`src/rtl/rqp_pkg.sv`:
```
// Package: types and constants of the run queue placement block.
`timescale 1ns / 1ps

package rqp_pkg;

    localparam int CFG_DATA_W = 32;
    localparam int CFG_IDX_W  = 3;
    localparam int COUNT_W    = 11;
    localparam int QUEUE_W    = 10;
    localparam int LANE_W     = 32;
    localparam int DIV_STEPS  = 32;
    localparam int DIV_CNT_W  = $clog2(DIV_STEPS);
    localparam int TDATA_W    = 16;

    localparam logic [LANE_W-1:0] HI_MULT      = 32'd36969;
    localparam logic [LANE_W-1:0] LO_MULT      = 32'd18000;
    localparam logic [LANE_W-1:0] DEFAULT_HI   = 32'd362436069;
    localparam logic [LANE_W-1:0] DEFAULT_LO   = 32'd521288629;
    localparam logic [LANE_W-1:0] LANE_MASK_LO = 32'd65535;

    typedef enum logic [CFG_IDX_W-1:0] {
        REG_MODE    = 3'd0,
        REG_HUBS    = 3'd1,
        REG_COUNT   = 3'd2,
        REG_SEED_HI = 3'd3,
        REG_SEED_LO = 3'd4
    } reg_index_t;

    typedef enum logic [1:0] {
        MODE_PARENT    = 2'd0,
        MODE_RANDOM    = 2'd1,
        MODE_GLOBAL_RR = 2'd2,
        MODE_LOCAL_RR  = 2'd3
    } mode_t;

    typedef enum logic [1:0] {
        ST_IDLE,
        ST_LOAD,
        ST_DIV,
        ST_FIN
    } state_t;

    typedef struct packed {
        logic accept;
        logic div_load;
        logic div_step;
        logic out_load;
    } ctrl_cmd_t;

    typedef struct packed {
        logic need_div;
        logic div_last;
        logic out_free;
    } ctrl_sts_t;

endpackage

```
`src/rtl/rqp_ctrl.sv`:
```
// Controller state machine: accept, modulo sequencing and result hand-off.
`timescale 1ns / 1ps

module rqp_ctrl (
    input  logic               clk,
    input  logic               rst_n,
    input  logic               s_tvalid,
    output logic               s_tready,
    input  rqp_pkg::ctrl_sts_t sts,
    output rqp_pkg::ctrl_cmd_t cmd
);
    import rqp_pkg::*;

    state_t state_reg;
    state_t state_next;

    always_ff @(posedge clk or negedge rst_n)
    begin
        if (!rst_n)
        begin
            state_reg <= ST_IDLE;
        end
        else
        begin
            state_reg <= state_next;
        end
    end

    always_comb
    begin
        state_next = state_reg;
        case (state_reg)
            ST_IDLE:
            begin
                if (s_tvalid)
                begin
                    state_next = sts.need_div ? ST_LOAD : ST_FIN;
                end
            end
            ST_LOAD:
            begin
                state_next = ST_DIV;
            end
            ST_DIV:
            begin
                if (sts.div_last)
                begin
                    state_next = ST_FIN;
                end
            end
            ST_FIN:
            begin
                if (sts.out_free)
                begin
                    state_next = ST_IDLE;
                end
            end
            default:
            begin
                state_next = ST_IDLE;
            end
        endcase
    end

    always_comb
    begin
        cmd      = '0;
        s_tready = 1'b0;
        case (state_reg)
            ST_IDLE:
            begin
                s_tready   = 1'b1;
                cmd.accept = s_tvalid;
            end
            ST_LOAD:
            begin
                cmd.div_load = 1'b1;
            end
            ST_DIV:
            begin
                cmd.div_step = 1'b1;
            end
            ST_FIN:
            begin
                cmd.out_load = sts.out_free;
            end
            default:
            begin
                cmd = '0;
            end
        endcase
    end

endmodule

```
`src/rtl/rqp_datapath.sv`:
```
// Datapath: configuration, generator lanes, round robin positions, divider, output register.
`timescale 1ns / 1ps

module rqp_datapath #(
    parameter int MAX_QUEUES = 1024
) (
    input  logic                                clk,
    input  logic                                rst_n,
    input  logic                                cfg_we,
    input  logic [rqp_pkg::CFG_IDX_W-1:0]       cfg_index,
    input  logic [rqp_pkg::CFG_DATA_W-1:0]      cfg_wdata,
    input  logic [rqp_pkg::QUEUE_W-1:0]         parent_queue,
    input  logic                                is_hub,
    input  logic                                m_tready,
    output logic                                m_tvalid,
    output logic [rqp_pkg::QUEUE_W-1:0]         queue_index,
    output logic                                used_parent,
    input  rqp_pkg::ctrl_cmd_t                  cmd,
    output rqp_pkg::ctrl_sts_t                  sts
);
    import rqp_pkg::*;

    localparam logic [16:0] MAX_Q = 17'(MAX_QUEUES);

    // configuration
    mode_t                mode_reg;
    logic                 hubs_reg;
    logic [COUNT_W-1:0]   count_reg;

    // state
    logic [LANE_W-1:0]    hi_reg, hi_next;
    logic [LANE_W-1:0]    lo_reg, lo_next;
    logic [COUNT_W-1:0]   gpos_reg, gpos_next;
    logic [COUNT_W-1:0]   lpos_reg, lpos_next;

    // divider
    logic [LANE_W-1:0]    dividend_reg, dividend_next;
    logic [COUNT_W-1:0]   rem_reg, rem_next;
    logic [DIV_CNT_W-1:0] cnt_reg, cnt_next;

    // pending result
    logic [QUEUE_W-1:0]   pick_reg, pick_next;
    logic                 parent_reg, parent_next;
    logic                 use_rem_reg, use_rem_next;

    // output stage
    logic                 out_valid_reg, out_valid_next;
    logic [QUEUE_W-1:0]   out_index_reg, out_index_next;
    logic                 out_parent_reg, out_parent_next;

    logic [COUNT_W-1:0]   n_eff;
    logic [16:0]          n_wide;
    logic                 policy;
    logic [COUNT_W-1:0]   gpos_use, lpos_use, gpos_adv, lpos_adv;
    logic [COUNT_W:0]     gpos_inc, lpos_inc;
    logic [LANE_W-1:0]    hi_step, lo_step;
    logic [COUNT_W:0]     rem_shift, rem_sub;

    always_comb
    begin
        n_wide = {6'd0, count_reg};
        if (n_wide == 17'd0)
        begin
            n_wide = 17'd1;
        end
        if (n_wide > MAX_Q)
        begin
            n_wide = MAX_Q;
        end
        n_eff = n_wide[COUNT_W-1:0];
    end

    assign policy = (mode_reg != MODE_PARENT) && (!hubs_reg || is_hub);

    assign gpos_use = (gpos_reg >= n_eff) ? '0 : gpos_reg;
    assign lpos_use = (lpos_reg >= n_eff) ? '0 : lpos_reg;
    assign gpos_inc = {1'b0, gpos_use} + 1'b1;
    assign lpos_inc = {1'b0, lpos_use} + 1'b1;
    assign gpos_adv = (gpos_inc >= {1'b0, n_eff}) ? '0 : gpos_inc[COUNT_W-1:0];
    assign lpos_adv = (lpos_inc >= {1'b0, n_eff}) ? '0 : lpos_inc[COUNT_W-1:0];

    assign hi_step = HI_MULT * (hi_reg & LANE_MASK_LO) + (hi_reg >> 16);
    assign lo_step = LO_MULT * (lo_reg & LANE_MASK_LO) + (lo_reg >> 16);

    assign rem_shift = {rem_reg, dividend_reg[LANE_W-1]};
    assign rem_sub   = rem_shift - {1'b0, n_eff};

    always_ff @(posedge clk or negedge rst_n)
    begin
        if (!rst_n)
        begin
            mode_reg  <= MODE_PARENT;
            hubs_reg  <= 1'b0;
            count_reg <= COUNT_W'(1);
        end
        else if (cfg_we)
        begin
            case (cfg_index)
                REG_MODE:  mode_reg  <= mode_t'(cfg_wdata[1:0]);
                REG_HUBS:  hubs_reg  <= cfg_wdata[0];
                REG_COUNT: count_reg <= cfg_wdata[COUNT_W-1:0];
                default:   ;
            endcase
        end
    end

    always_comb
    begin
        hi_next      = hi_reg;
        lo_next      = lo_reg;
        gpos_next    = gpos_reg;
        lpos_next    = lpos_reg;
        pick_next    = pick_reg;
        parent_next  = parent_reg;
        use_rem_next = use_rem_reg;
        if (cfg_we)
        begin
            case (cfg_index)
                REG_COUNT:
                begin
                    gpos_next = '0;
                    lpos_next = '0;
                end
                REG_SEED_HI:
                begin
                    hi_next = (cfg_wdata == '0) ? DEFAULT_HI : cfg_wdata;
                end
                REG_SEED_LO:
                begin
                    lo_next = (cfg_wdata == '0) ? DEFAULT_LO : cfg_wdata;
                end
                default:
                begin
                end
            endcase
        end
        else if (cmd.accept)
        begin
            pick_next    = parent_queue;
            parent_next  = 1'b1;
            use_rem_next = 1'b0;
            if (policy)
            begin
                parent_next = 1'b0;
                case (mode_reg)
                    MODE_RANDOM:
                    begin
                        hi_next      = hi_step;
                        lo_next      = lo_step;
                        use_rem_next = 1'b1;
                    end
                    MODE_GLOBAL_RR:
                    begin
                        pick_next = gpos_use[QUEUE_W-1:0];
                        gpos_next = gpos_adv;
                    end
                    MODE_LOCAL_RR:
                    begin
                        pick_next = lpos_adv[QUEUE_W-1:0];
                        lpos_next = lpos_adv;
                    end
                    default:
                    begin
                    end
                endcase
            end
        end
    end

    always_ff @(posedge clk or negedge rst_n)
    begin
        if (!rst_n)
        begin
            hi_reg      <= DEFAULT_HI;
            lo_reg      <= DEFAULT_LO;
            gpos_reg    <= '0;
            lpos_reg    <= '0;
            use_rem_reg <= 1'b0;
            parent_reg  <= 1'b1;
        end
        else
        begin
            hi_reg      <= hi_next;
            lo_reg      <= lo_next;
            gpos_reg    <= gpos_next;
            lpos_reg    <= lpos_next;
            use_rem_reg <= use_rem_next;
            parent_reg  <= parent_next;
        end
    end

    always_ff @(posedge clk)
    begin
        pick_reg <= pick_next;
    end

    // restoring modulo, one dividend bit per cycle
    always_comb
    begin
        dividend_next = dividend_reg;
        rem_next      = rem_reg;
        cnt_next      = cnt_reg;
        if (cmd.div_load)
        begin
            dividend_next = (hi_reg << 16) + lo_reg;
            rem_next      = '0;
            cnt_next      = '0;
        end
        else if (cmd.div_step)
        begin
            dividend_next = {dividend_reg[LANE_W-2:0], 1'b0};
            rem_next      = rem_sub[COUNT_W] ? rem_shift[COUNT_W-1:0] : rem_sub[COUNT_W-1:0];
            cnt_next      = cnt_reg + 1'b1;
        end
    end

    always_ff @(posedge clk or negedge rst_n)
    begin
        if (!rst_n)
        begin
            cnt_reg <= '0;
        end
        else
        begin
            cnt_reg <= cnt_next;
        end
    end

    always_ff @(posedge clk)
    begin
        dividend_reg <= dividend_next;
        rem_reg      <= rem_next;
    end

    // output register
    always_comb
    begin
        out_valid_next  = out_valid_reg;
        out_index_next  = out_index_reg;
        out_parent_next = out_parent_reg;
        if (cmd.out_load)
        begin
            out_valid_next  = 1'b1;
            out_index_next  = use_rem_reg ? rem_reg[QUEUE_W-1:0] : pick_reg;
            out_parent_next = parent_reg;
        end
        else if (m_tready)
        begin
            out_valid_next = 1'b0;
        end
    end

    always_ff @(posedge clk or negedge rst_n)
    begin
        if (!rst_n)
        begin
            out_valid_reg <= 1'b0;
        end
        else
        begin
            out_valid_reg <= out_valid_next;
        end
    end

    always_ff @(posedge clk)
    begin
        out_index_reg  <= out_index_next;
        out_parent_reg <= out_parent_next;
    end

    assign m_tvalid    = out_valid_reg;
    assign queue_index = out_index_reg;
    assign used_parent = out_parent_reg;

    assign sts.need_div = policy && (mode_reg == MODE_RANDOM);
    assign sts.div_last = (cnt_reg == DIV_CNT_W'(DIV_STEPS - 1));
    assign sts.out_free = !out_valid_reg || m_tready;

endmodule

```
`src/rtl/run_queue_placement.sv`:
```
// Top level of the run queue placement block.
`timescale 1ns / 1ps

// Picks a run queue for each new task transaction. Parent, fallback and both
// round robin policies pass from the accepting edge to the FIN state, which
// loads the result into the output register once that register is free. The
// random policy passes through LOAD (form the generator word), DIV (the
// bit-serial restoring modulo unit, paced by the divider's one bit per cycle)
// and FIN (hand-off to the output register), so no new input is taken until
// the divider has finished. One task is in flight at a time; the input is
// ready again once the result has moved to the output register, even while
// that result waits for m_tready.
module run_queue_placement #(
    parameter int MAX_QUEUES = 1024
) (
    input  logic                              clk,
    input  logic                              rst_n,
    input  logic                              cfg_we,
    input  logic [rqp_pkg::CFG_IDX_W-1:0]     cfg_index,
    input  logic [rqp_pkg::CFG_DATA_W-1:0]    cfg_wdata,
    input  logic                              s_tvalid,
    output logic                              s_tready,
    input  logic [rqp_pkg::TDATA_W-1:0]       s_tdata,   // [9:0] parent_queue, zero pad
    input  logic [0:0]                        s_tuser,   // [0] is_hub
    output logic                              m_tvalid,
    input  logic                              m_tready,
    output logic [rqp_pkg::TDATA_W-1:0]       m_tdata,   // [9:0] queue_index, zero pad
    output logic [0:0]                        m_tuser    // [0] used_parent
);
    import rqp_pkg::*;

    ctrl_cmd_t          cmd;
    ctrl_sts_t          sts;
    logic [QUEUE_W-1:0] queue_index;
    logic               used_parent;

    rqp_ctrl u_ctrl (
        .clk      (clk),
        .rst_n    (rst_n),
        .s_tvalid (s_tvalid),
        .s_tready (s_tready),
        .sts      (sts),
        .cmd      (cmd)
    );

    rqp_datapath #(
        .MAX_QUEUES (MAX_QUEUES)
    ) u_datapath (
        .clk          (clk),
        .rst_n        (rst_n),
        .cfg_we       (cfg_we),
        .cfg_index    (cfg_index),
        .cfg_wdata    (cfg_wdata),
        .parent_queue (s_tdata[QUEUE_W-1:0]),
        .is_hub       (s_tuser[0]),
        .m_tready     (m_tready),
        .m_tvalid     (m_tvalid),
        .queue_index  (queue_index),
        .used_parent  (used_parent),
        .cmd          (cmd),
        .sts          (sts)
    );

    assign m_tdata = {{(TDATA_W-QUEUE_W){1'b0}}, queue_index};
    assign m_tuser = used_parent;

endmodule

```
`config.mk`:
```
export PLATFORM = sky130hd
export DESIGN_NAME = run_queue_placement
export DESIGN_NICKNAME = d
export VERILOG_FILES = /design/src/rtl/rqp_pkg.sv /design/src/rtl/rqp_ctrl.sv /design/src/rtl/rqp_datapath.sv /design/src/rtl/run_queue_placement.sv
export SDC_FILE = /design/constraint.sdc
export NUM_CORES = 1
export LEC_CHECK = 0
export ABC_AREA = 1
export ABC_CLOCK_PERIOD_IN_PS = 9700
export BUFFER_PORTS_ARGS = -buffer_cell sky130_fd_sc_hd__buf_2
export CORE_UTILIZATION = 65
export CTS_CLUSTER_SIZE = 14
export DETAILED_ROUTE_END_ITERATION = 8
export PLACE_DENSITY = 0.83
export SLEW_MARGIN = 20
export SYNTH_ARGS = -nofsm -noshare
export SYNTH_HDL_FRONTEND = slang
export SYNTH_SLANG_ARGS = --single-unit
```
`constraint.sdc`:
```
create_clock -name clk -period 9.7 [get_ports clk]
set_input_delay 0.485 -clock clk [delete_from_list [all_inputs] [get_ports clk]]
set_output_delay 0.485 -clock clk [all_outputs]
set_load 0.01 [all_outputs]
```
==> impl_metrics.tcl, run 1 <==
set metrics [dict create \
    cp_slowest_cell "ha_1" \
    slew_headroom_pct 19.9 \
    finalMaxSlewViolations 0 \
    area_growth_pct 6.67 \
    gp_congestion 0.953 \
    ys_warn_count 0 \
    rrSetupSlack_ps 4030 \
    coreArea_um2 29700 \
    outcome "finished, final reports clean" \
    die_y_um 176 \
    period_share_pct 58.5 \
    pin_count 76 \
    drc 0 \
    synthFlopType "dfrtp_1" \
    vias 17700 \
    fmax_mhz 176 \
    start_kind "register" \
    antenna_found_initial 1 \
    h-tree-depth 4 \
    nets 3077 \
    dieArea_um2 31000 \
    synth_edf_count 53 \
    io_buffer_count 63 \
    cp-end-kind "register" \
    drt_iter0_drc 1592 \
    wirelength_um 55700 \
    post-place-ws_ps 4200 \
    path_clk_slew_ps 80 \
    timing.rr.start "u_datapath.count_reg[6]$_DFFE_PN0P_" \
    grt_pass1_vias 17500 \
    initial_utilization_pct 66.3 \
    cts-hold-fix-buffers 0 \
    critPathBufInv 3 \
    cp_common_cell "nand2_1" \
    finalSetupViolCount 0 \
    wl_per_cell_um 18.5 \
    tns_ps 0 \
    rsz0062_at_grt "false" \
    dp_hpwl_um 44600 \
    clk_latency_ps 460 \
    cts-resized-gates 0 \
    yosysTopAreaCellShare_pct 21.0 \
    drive_gt1_share_pct 9.95 \
    numCtsBuffers 17 \
    crit_family "simple AND/OR/NAND/NOR gates" \
    synth_common_cells "548 x nand2_1, 411 x inv_1, 331 x ha_1" \
    yosys_register_bits 174 \
    critical_path_class "reg2reg" \
    vias_per_cell 5.91 \
    r2r_cells 35 \
    yosys.area.top_type "ha_1" \
    min_period_ps 5670 \
    worstMarginPinSlew_ps 1200 \
    async_flop_share_pct 63.2 \
    synth_cells 2550 \
    tritoncts "done" \
    hp-class "in2async" \
    cts-root-buf "clkbuf_16" \
    worstPathMaxFanout 11 \
    ys_top_cells_by_area "ha_1 21%, nand2_1 10%, dfrtp_1 9.5%, fa_1 9.1%, edfxtp_1 8.1%" \
    cts_post_setup_buffers_inserted 0 \
    syn_avg_cell_area_um2 7.73 \
    rows 63 \
    critical_path_required_ps 10010 \
    hold_viol_final 0 \
    dieWidth_um 176 \
    dr.pass1.iters 5 \
    yosysSeqAreaShare_pct 23.4 \
    antenna_left 0 \
    grt_pass1_wl_um 89300 \
    track_usage_pct 37.3 \
    cts.sinks 174 \
    crit_start "u_datapath.count_reg[6]$_DFFE_PN0P_" \
    rr_endpoint "u_datapath.pick_reg[6]$_DFFE_PP_" \
    syn_area_um2 19700 \
    fin_ws_ps 4030 \
    grt_max_degree 63 \
    slowest_delay_ps 440 \
    arrival_ps 5980 \
    synth_most_common_cell "nand2_1" \
    clockBufferDepth 2 \
    synth.distinct_cells 60 \
    fin_worst_skew_ps 13.7 \
    drv_cap 0 \
    overflow 0 \
]
[layer usage]
| layer | up-vias | wire length [µm] | GRT usage (%) |
|---|---|---|---|
| met5 | - | 0 | 0 |
| met4 | 0 | 2500 | 17.6 |
| met3 | 162 | 3950 | 6.46 |
| met2 | 733 | 25800 | 61.7 |
| met1 | 8355 | 23400 | 47.5 |
| li1 | 8499 | - | - |
[how the worst max path moves through the flow]
| stage | end | cells after the start |
|---|---|---|
| 6_report | u_datapath.pick_reg[6]$_DFFE_PP_ | 35 |
| 5_1_grt | u_datapath.pick_reg[6]$_DFFE_PP_ | 35 |
| 4_1_cts | u_datapath.pick_reg[8]$_DFFE_PP_ | 35 |
| 3_5_place_dp | u_datapath.pick_reg[8]$_DFFE_PP_ | 35 |
| 3_3_place_gp | u_datapath.pick_reg[8]$_DFFE_PP_ | 35 |
| 2_1_floorplan | u_datapath.lo_reg[30]$_DFFE_PN0P_ | 30 |
[per-stage QoR]
stage               hold WS (ps)  area [µm²]  utilization, %  instances
floorplan                    189       19700               -       2555
global placement             463       20400            68.6       2970
detailed placement           469       20400            68.6       2970
CTS                          101       21000            70.7       3002
global route                 120       21000            70.7       3002
finish                      81.4       21000            70.7       3003
[cells by family (layout without fill, tap and decap cells)]
logic type | count (synthesis) | in the layout | share of synthesized area [%]
compound gates | 409 | 409 | 11.6
xor+xnor | 49 | 49 | 2.18
fa+ha+maj | 421 | 421 | 30.2
buf+inv | 478 | 535 | 9.35
flops | 174 | 174 | 23.4
mux | 7 | 7 | 0.400
other cells | 1 | 7 | 0.0190
simple gates | 1011 | 1011 | 22.9
[cells in the final DEF, fill, tap and decap left out, drive strengths merged, types with 3 or more instances in the layout]
master / Yosys / final
nor4: 11 / 11
nand3: 117 / 117
clkbuf: 30 / 17
a211oi: 3 / 3
ha: 331 / 331
dfstp: 35 / 35
fa: 90 / 90
or2: 13 / 13
nand2: 575 / 575
clkinv: 5 / 13
o311ai: 3 / 3
a21oi: 168 / 168
a22oi: 10 / 10
mux2: 7 / 7
buf: 19 / 74
edfxtp: 53 / 53
o21a: 5 / 5
a31oi: 30 / 30
nor3: 21 / 21
and2: 3 / 3
o22ai: 6 / 6
dfxtp: 11 / 11
inv: 424 / 431
o21bai: 11 / 11
conb: 1 / 6
nand3b: 9 / 9
o211ai: 12 / 12
a21boi: 7 / 7
dfrtp: 75 / 75
xor2: 30 / 30
xnor2: 19 / 19
nor2: 220 / 220
nand4: 42 / 42
o21ai: 144 / 144
[final cells by class]
| type | instances | area, µm² |
|---|---|---|
| Inverter | 429 | 1610 |
| Timing Repair Buffer | 74 | 400 |
| Antenna cell | 1 | 2.50 |
| Sequential cell | 174 | 4610 |
| Multi-Input combinational cell | 1903 | 13300 |
| Tap cell | 390 | 488 |
| Clock buffer | 17 | 425 |
| Fill cell | 2427 | 8700 |
| Clock inverter | 15 | 206 |
Power of run 1 is not shown: default switching activity piles up to over one toggle a cycle in this logic, so the estimate is an artifact.
==> inputs of run 2 (changes only) <==
--- a/config.mk
+++ b/config.mk
@@ -6,12 +6,12 @@
 export NUM_CORES = 1
 export LEC_CHECK = 0
 export ABC_AREA = 1
-export ABC_CLOCK_PERIOD_IN_PS = 9700
+export ABC_CLOCK_PERIOD_IN_PS = 4800
 export BUFFER_PORTS_ARGS = -buffer_cell sky130_fd_sc_hd__buf_2
-export CORE_UTILIZATION = 65
+export CORE_UTILIZATION = 58
 export CTS_CLUSTER_SIZE = 14
 export DETAILED_ROUTE_END_ITERATION = 8
-export PLACE_DENSITY = 0.83
+export PLACE_DENSITY = 0.78
 export SLEW_MARGIN = 20
 export SYNTH_ARGS = -nofsm -noshare
 export SYNTH_HDL_FRONTEND = slang
==> constraint.sdc (replaced) <==
create_clock -name clk -period 4.8 [get_ports clk]
set_input_delay 0.24 -clock clk [delete_from_list [all_inputs] [get_ports clk]]
set_output_delay 0.24 -clock clk [all_outputs]
set_load 0.01 [all_outputs]
==> run 2 against run 1 <==
  * The run now ends with DRC, setup timing left
  * First-iteration DRC count rose by 5.7%
  * Critical path type unchanged
  * Via count rose by 5.7%
  * Highest routed layer is now met5
  * Core utilization rose by 0.83 points
  * Clock skew rose by 7.0 ps
  * Non-clock buffer count rose by 178
  * Largest cell class unchanged
  * Die area rose by 12%
  * Critical endpoint is now u_datapath.lo_reg[28]$_DFFE_PN1P_
  * Register-to-register slack got worse by 4100 ps
==> impl_metrics.tcl, run 2 (same netlist as run 1, synthesis figures left out) <==
set metrics [dict create \
    fin_worst_skew_ps 20.7 \
    rrSetupSlack_ps -50 \
    grt_max_degree 62 \
    dp_cells 3165 \
    timing.rr.start "u_datapath.lo_reg[5]$_DFFE_PN1P_" \
    grt_pass1_wl_um 94300 \
    stdcell_count 3242 \
    pin_count 76 \
    cp-end-kind "register" \
    coreArea_um2 33400 \
    vias_per_cell 5.79 \
    fin_util_pct 71.6 \
    worstPathMaxFanout 5 \
    drc 8 \
    clk_latency_ps 460 \
    hold_viol_final 0 \
    critical_path_required_ps 5190 \
    n_fill_cell 2507 \
    tritoncts "done" \
    clockBufferDepth 2 \
    critical_path_class "reg2reg" \
    dieArea_um2 34700 \
    hp-class "in2reg" \
    fmax_mhz 206 \
    arrival_ps 5240 \
    layout_common_cells "494 x nand2_1, 370 x inv_1, 275 x ha_1" \
    grt_pass1_vias 18200 \
    cp_common_cell "inv_2" \
    cp_slowest_cell "dfstp_2" \
    drv_cap 0 \
    worstMarginPinSlew_ps 984 \
    slowest_delay_ps 600 \
    violations "DRC, setup timing" \
    rsz0062_at_grt "true" \
    area_growth_pct 21.5 \
    r2r_cells 30 \
    nets 3256 \
    dr.pass1.iters 8 \
    slew_headroom_pct 34.2 \
    antenna_left 0 \
    wirelength_um 61500 \
    rr_endpoint "u_datapath.lo_reg[28]$_DFFE_PN1P_" \
    post-place-ws_ps -215 \
    cts-root-buf "clkbuf_16" \
    period_share_pct 101 \
    io_buffer_count 63 \
    start_kind "register" \
    numCtsBuffers 17 \
    crit_start "u_datapath.lo_reg[5]$_DFFE_PN1P_" \
    h-tree-depth 4 \
    track_usage_pct 34.4 \
    fin_ws_ps -50.8 \
    dp_hpwl_um 46300 \
    drt_iter0_drc 1682 \
    initial_utilization_pct 58.9 \
    dieWidth_um 186 \
    min_period_ps 4850 \
    final_common_cell "nand2_1" \
    tns_ps -83.7 \
    finalSetupViolCount 3 \
    finalMaxSlewViolations 0 \
    wl_per_cell_um 19.0 \
    die_y_um 186 \
    cts.sinks 174 \
    gp_congestion 1.02 \
    rows 67 \
    outcome "finished with violations" \
    drive_gt1_share_pct 24.9 \
    path_clk_slew_ps 80 \
    overflow 0 \
    antenna_found_initial 3 \
    vias 18800 \
    cp-endpoint "u_datapath.lo_reg[28]$_DFFE_PN1P_" \
]
==> run 2: cell type report <==
type	instances	area [µm²]	share of cell area [%]
clock inverter	15	213	0.889
clock buffer	17	425	1.78
timing repair buffer	252	1770	7.38
inverter	429	1620	6.75
antenna	3	7.51	0.0314
multi-input combinational	1904	14700	61.6
sequential	174	4610	19.3
tap	448	561	2.34
==> run 2: repair_timing <==
action / 4_1_cts / 5_1_grt
hold buffers: 1 / 0
setup endpoints to repair: 31 / 67
setup buffers: 11 / 29
gates cloned: 0 / 1
gates resized for setup: 50 / 294
pin swaps: 37 / 116
hold endpoints to repair: 48 / 0
==> run 2: through the flow <==
step	hold slack (ps)	area (µm²)
after global placement	418	21500
after global routing	75.6	23900
after CTS	62.5	22500
final	79.2	23900
after detailed placement	419	21500
after floorplan	-55.6	19800
==> run 2: per-layer routing <==
metal	vias up	wire, µm	track usage (%)	share of wire [%]
met5	-	11	0	0.018
met4	2	2910	14.7	4.7
met3	204	4990	7.11	8.1
met2	849	28700	55.6	47
met1	8870	24900	44.6	40
li1	8839	-	-	-
==> run 2: how the worst min path moves through the flow <==
stage | startpoint | endpoint | slack [ps] | depth (start not counted)
CTS | s_tdata[7] | u_datapath.pick_reg[7]$_DFFE_PP_ | 60 | 3
global placement | rst_n | u_datapath.use_rem_reg$_DFFE_PN0P_ | 420 | 1
finish | s_tdata[7] | u_datapath.pick_reg[7]$_DFFE_PP_ | 80 | 3
global route | s_tdata[3] | u_datapath.pick_reg[3]$_DFFE_PP_ | 80 | 3
detailed placement | rst_n | u_datapath.use_rem_reg$_DFFE_PN0P_ | 420 | 1
floorplan | rst_n | u_ctrl.state_reg[0]$_DFFE_PN0P_ | -60 | 0
==> run 2: worst max-delay path: cells and delay by family, from the launching register on <==
| kind | cells | cell delay, ps |
|---|---|---|
| buffers and inverters | 6 | 340 |
| adders and majority gates | 7 | 2290 |
| xor gates and xnor gates | 1 | 150 |
| DFF | 1 | 600 |
| and+or+nand+nor | 15 | 1250 |
| AOI/OAI and AO/OA | 1 | 160 |
Power of run 2 is left out for the same reason.
